<file path="src/sv/refcounted_page_allocator_unit_defines.svh">
// Assertion macros used by the page allocator top level.
`ifndef REFCOUNTED_PAGE_ALLOCATOR_UNIT_DEFINES_SVH
`define REFCOUNTED_PAGE_ALLOCATOR_UNIT_DEFINES_SVH

// Same-cycle implication, checked on every rising clock edge outside reset.
`define RPA_ASSERT_SAME(lbl, clk, rst, ante, cons) \
   lbl: assert property (@(posedge clk) disable iff (rst) (ante) |-> (cons)) \
      else $error("page allocator assertion failed");

// Next-cycle implication, checked on every rising clock edge outside reset.
`define RPA_ASSERT_NEXT(lbl, clk, rst, ante, cons) \
   lbl: assert property (@(posedge clk) disable iff (rst) (ante) |=> (cons)) \
      else $error("page allocator assertion failed");

`endif

</file>
<file path="src/sv/rpa_pkg.sv">
// Shared types and codes of the page allocator.
`timescale 1ns / 1ps

package rpa_pkg;

   localparam logic [1:0] OP_ALLOC = 2'd0;
   localparam logic [1:0] OP_FREE  = 2'd1;
   localparam logic [1:0] OP_INCR  = 2'd2;
   localparam logic [1:0] OP_GET   = 2'd3;

   localparam logic [2:0] ST_OK       = 3'd0;
   localparam logic [2:0] ST_NOMEM    = 3'd1;
   localparam logic [2:0] ST_BADADDR  = 3'd2;
   localparam logic [2:0] ST_COUNT    = 3'd3;
   localparam logic [2:0] ST_OVERFLOW = 3'd4;
   localparam logic [2:0] ST_IGNORED  = 3'd5;

   localparam logic [7:0] COUNT_MAX = 8'd255;

   typedef enum logic [1:0] {
      CTL_IDLE,
      CTL_READ_STACK,
      CTL_READ_COUNT,
      CTL_UPDATE
   } ctl_state_type;

   typedef struct packed {
      logic load;
      logic rd_stack;
      logic rd_count;
      logic update;
   } ctl_cmd_type;

   typedef struct packed {
      logic out_busy;
   } dp_status_type;

endpackage

</file>
<file path="src/sv/rpa_ctrl.sv">
// Sequencer that steps each request word through read and update phases.
`timescale 1ns / 1ps

module rpa_ctrl (
   input  logic                   clock,
   input  logic                   reset,
   input  logic                   req_valid,
   output logic                   req_ready,
   input  rpa_pkg::dp_status_type dp_status,
   output rpa_pkg::ctl_cmd_type   cmd
);

   rpa_pkg::ctl_state_type state_ff, state_in;

   always_ff @(posedge clock) begin
      if (reset) begin
         state_ff <= rpa_pkg::CTL_IDLE;
      end else begin
         state_ff <= state_in;
      end
   end

   always_comb begin
      state_in     = state_ff;
      cmd          = '0;
      req_ready    = 1'b0;
      case (state_ff)
         rpa_pkg::CTL_IDLE: begin
            req_ready = 1'b1;
            if (req_valid) begin
               cmd.load = 1'b1;
               state_in = rpa_pkg::CTL_READ_STACK;
            end
         end
         rpa_pkg::CTL_READ_STACK: begin
            cmd.rd_stack = 1'b1;
            state_in     = rpa_pkg::CTL_READ_COUNT;
         end
         rpa_pkg::CTL_READ_COUNT: begin
            cmd.rd_count = 1'b1;
            state_in     = rpa_pkg::CTL_UPDATE;
         end
         rpa_pkg::CTL_UPDATE: begin
            // Wait here while the previous result still sits unclaimed.
            if (!dp_status.out_busy) begin
               cmd.update = 1'b1;
               state_in   = rpa_pkg::CTL_IDLE;
            end
         end
         default: begin
            state_in = rpa_pkg::CTL_IDLE;
         end
      endcase
   end

endmodule

</file>
<file path="config.mk">
export PLATFORM = sky130hd
export DESIGN_NAME = rpa_ctrl
export DESIGN_NICKNAME = d
export VERILOG_FILES = /design/src/sv/refcounted_page_allocator_unit_defines.svh /design/src/sv/rpa_pkg.sv /design/src/sv/rpa_ctrl.sv
export SDC_FILE = /design/constraint.sdc
export NUM_CORES = 1
export LEC_CHECK = 0
export BUFFER_PORTS_ARGS = -buffer_cell sky130_fd_sc_hd__clkbuf_2
export CELL_PAD_IN_SITES_DETAIL_PLACEMENT = 1
export CELL_PAD_IN_SITES_GLOBAL_PLACEMENT = 2
export CORE_AREA = 2 2 39 41
export CTS_CLUSTER_DIAMETER = 60
export DETAILED_ROUTE_END_ITERATION = 8
export DIE_AREA = 0 0 41 43
export PLACE_DENSITY_LB_ADDON = 0.08
export SYNTH_ARGS = -nofsm -noshare
export SYNTH_HDL_FRONTEND = slang
export SYNTH_SLANG_ARGS = --single-unit
</file>
<file path="constraint.sdc">
create_clock -name clock -period 2 [get_ports clock]
set_clock_uncertainty 0.2 [all_clocks]
set_input_delay 0.3 -clock clock [delete_from_list [all_inputs] [get_ports clock]]
set_output_delay 0.3 -clock clock [all_outputs]
set_load 0.005 [all_outputs]
</file>
* Word level (Yosys, flattened, before mapping)
Index checks and enable logic that the tools add are counted.
Widths: inputs -> output; s select.
** Storage, ports and cells
- Word-level logic and storage cells :: 18
- Flip-flop bits (word level) :: 2
- Output and inout port bits :: 5
** Operators by class
- Reductions and logical operators :: 2
- Multiplexer cells :: 10
- Eq/ne operators :: 5
** Operators by type and width (number)
- $pmux 2 s4 :: 1
- $mux 1 :: 7
- $eq 2x2->1 const B :: 2
- $mux 2 :: 2
- $ne 2x2->1 const B :: 2
- $eq 2x1->1 const B :: 1
- $logic_not 2->1 :: 1
- $reduce_and 2->1 :: 1

* Longest topological paths before layout
- Depth in word-level cells :: 3
- Mapped depth :: 5
- Depth with buffers taken out :: 5

* Worst setup path after synthesis
No wires, ideal clock.
- Path type :: register to output
- Start point :: register state_ff[0]
- End point :: output cmd[3] (netlist bit)
- Arrival time :: 0.861 ns
- Stages on the path, launching flop included :: 4
- Setup slack :: 0.639 ns
- Cells stage by stage :: dfxtp_1 inv_1 ha_1 and2_2
** RTL lines
- start: declaration :: line rpa_ctrl.sv:13 : rpa_pkg::ctl_state_type state_ff, state_in;
- start signal: assignment :: line rpa_ctrl.sv:17 : state_ff <= rpa_pkg::CTL_IDLE;
- start signal: assignment :: line rpa_ctrl.sv:19 : state_ff <= state_in;
- end: declaration :: line rpa_ctrl.sv:10 : output rpa_pkg::ctl_cmd_type cmd

==> results.sh <==
export IMPL_wl_met2_um=194
export IMPL_holdCritStartpoint="reset"
export IMPL_drive_gt1_share_pct=51.72
export IMPL_core_area_mm2=0.001384
export IMPL_routed_top_layer="met3"
export IMPL_fin_util_pct=18.44
export IMPL_relSlewSlack_pct=87.32
export IMPL_powerDensity_mw_per_mm2=1462
export IMPL_syn_area_um2=172.7
export IMPL_top_regs="state_ff (2)"
export IMPL_critPathRequiredTime_ns=1.50
export IMPL_dr_total_vias=165
export IMPL_cts_tree="built"
export IMPL_viasPerCell=3.667
export IMPL_mostFrequentLayoutCells="clkbuf_2, ha_1, inv_1, clkbuf_4, dfxtp_1"
export IMPL_path_clk_slew_ns=0.03
export IMPL_nNetsFinal=39
export IMPL_p_sw_mw=0.1498
export IMPL_largest_register="state_ff"
export IMPL_dp_hpwl_um=358.4
export IMPL_finalHoldViolations=0
export IMPL_yosysUniqueCellTypes=12
export IMPL_placed_cells_incl_taps=42
export IMPL_syn_nets=26
export IMPL_cts_made_buffers=3
export IMPL_postLayoutCellArea_um2=255.2
export IMPL_r2r_cells=5
export IMPL_die_area_mm2=0.001763
export IMPL_setup_tns_ns=0
export IMPL_met3_length_um=36
export IMPL_max_freq_mhz=572.0
export IMPL_slowest_stage="dfxtp_1"
export IMPL_drt_wl_total_um=460
export IMPL_finalHoldWorstSlack_ns=0.09295
export IMPL_cts_repair_resized=0
export IMPL_cts_buffer_depth=2
export IMPL_postCtsSetupRepairBufs=0
export IMPL_p_comb_share_pct=54.6
export IMPL_synth_warnings=0
export IMPL_cp_max_fo=4
export IMPL_cp_num_cells=4
export IMPL_crit_reg2reg_launch="state_ff[0]"
export IMPL_antenna_found_initial=0
export IMPL_synth_area_per_cell_um2=9.593
export IMPL_postPlaceCellArea_um2=232.7
export IMPL_clock_sinks=2
export IMPL_tightestPinTransition_ns=0.1890
export IMPL_finalCritPeriodShare_pct=87.41
export IMPL_drt_met1_wl_um=229
export IMPL_routabilityCongestion=0.6448
export IMPL_setup_viol=0
export IMPL_ys_ff_latch=2
export IMPL_yosysTopAreaCellShare_pct=28.99
export IMPL_drc=0
export IMPL_ant_nets=0
export IMPL_clk_latency_ns=0.22
export IMPL_antenna_cells=0
export IMPL_die_w_um=41
export IMPL_hp_class="in -> reg"
export IMPL_synthesis_instances=18
export IMPL_hold_depth=2
export IMPL_maxCapViolations=0
export IMPL_critPathCaptureType="primary output"
export IMPL_final_common_cell="clkbuf_2"
export IMPL_drt_iter0_drc=2
export IMPL_overflow=0
export IMPL_reg2reg_slack_ns=0.56
export IMPL_yosysSeqAreaShare_pct=23.19
export IMPL_grt_max_degree=5
export IMPL_worst_setup_path_type="reg -> out"
export IMPL_status="complete, no violations"
export IMPL_cp_cell_sequence="inv_1 > ha_1 > and2_2 > clkbuf_2"
export IMPL_io_pins=9
export IMPL_rsz0062_at_grt="no"
export IMPL_die_y_um=43
export IMPL_period_needed_ns=1.748
export IMPL_cp_data_arrival_time_ns=1.25
export IMPL_grt_pass1_wl_um=731
export IMPL_critPathLaunchType="flip-flop"
export IMPL_pwr_share_seq_pct=21.8
export IMPL_io_buffers=8
export IMPL_grt_pass1_vias=171
export IMPL_swShare_pct=40.15
export IMPL_htree_levels=1
export IMPL_critical_path_buf_inv_count=2
export IMPL_final_cells=45
export IMPL_internal_power_mw=0.2233
export IMPL_rows=14
export IMPL_synth_area_top_cells="ha_1, dfxtp_1, nand2b_4"
export IMPL_min_to="state_ff[0]"
export IMPL_finalMaxSlewViolations=0
export IMPL_synth_area_leader_cell="ha_1"
export IMPL_start_util_pct=12.48
export IMPL_syn_to_final_growth_pct=47.83
export IMPL_largest_register_ffs=2
export IMPL_wire_per_inst_um=10.22
export IMPL_r2r_end="state_ff[1]"
export IMPL_cts_root_buffer="clkbuf_4"
export IMPL_firstDrtPassIters=2
export IMPL_p_clk_share_pct=23.6
export IMPL_grt_usage_pct=6.814
export IMPL_p_leak_nw=0.1338
export IMPL_cp_top_family="flip-flops"
export IMPL_ctsHoldBuffers=0
export IMPL_worst_path_largest_cell_delay_ns=0.38
export IMPL_vdd_drop_max_mv=0.5201
==> layout make-up <==
type                            instances  area [um^2]
Sequential cell                         2        40.04
Tap cell                               16        20.02
Inverter                                3        11.26
Clock buffer                            3        22.52
Timing Repair Buffer                    8        40.04
Fill cell                             173         1129
Multi-Input combinational cell         13        121.4
==> logic make-up after synthesis <==
kind of cell	synth area share (%)
buffers and inverters	6.521
DFF	23.19
AOI/OAI and AO/OA	21.01
adders and majority gates	28.99
and+or+nand+nor	20.29
==> how the worst max path moves through the flow <==
stage	from	endpoint	slack (ns)
finish	state_ff[0]	cmd[3]	0.25
global route	state_ff[0]	cmd[3]	0.14
CTS	state_ff[0]	cmd[3]	0.22
detailed placement	state_ff[0]	cmd[3]	0.47
global placement	state_ff[0]	cmd[3]	0.47
floorplan	state_ff[0]	cmd[3]	0.64
==> worst reg2reg max path, delay by kind of cell (launching register included) <==
kind | cells | cell delay [ns]
DFF | 1 | 0.38
buffers and inverters | 1 | 0.08
and+or+nand+nor | 1 | 0.10
adders and majority gates | 1 | 0.27
AOI/OAI and AO/OA | 2 | 0.29
==> per-layer routing <==
| metal | up-vias | GRT usage [%] |
|---|---|---|
| met2 | 7 | 7.813 |
| met1 | 74 | 8.946 |
| met5 | - | 0 |
| met4 | 0 | 2.000 |
| li1 | 84 | - |
| met3 | 0 | 6.283 |
==> through the flow <==
| stage | worst slack (ns) | power, mW |
|---|---|---|
| after floorplan | 0.6390 | 0.2103 |
| after global placement | 0.4695 | 0.2888 |
| after detailed placement | 0.4654 | 0.2898 |
| after CTS | 0.2180 | 0.3875 |
| after global routing | 0.1444 | 0.4213 |
| final | 0.2519 | 0.3731 |
==> power by group through the flow <==
stage | Combinational [mW] | Sequential, mW | Clock, mW
after global routing | 0.237 | 0.0865 | 0.0983
after floorplan | 0.134 | 0.0761 | 0
after global placement | 0.205 | 0.0839 | 0
after CTS | 0.211 | 0.0826 | 0.0942
after detailed placement | 0.207 | 0.0831 | 0
final | 0.204 | 0.0813 | 0.0881
==> cells in the mapped netlist, drive strengths merged <==
| library cell | instances |
|---|---|
| inv | 3 |
| ha | 4 |
| and2 | 1 |
| a211oi | 2 |
| nor2 | 1 |
| dfxtp | 2 |
| nor2b | 1 |
| a41o | 1 |
| a21oi | 1 |
| nand2 | 1 |
| nand2b | 1 |
(Power assumes the default switching activity.)
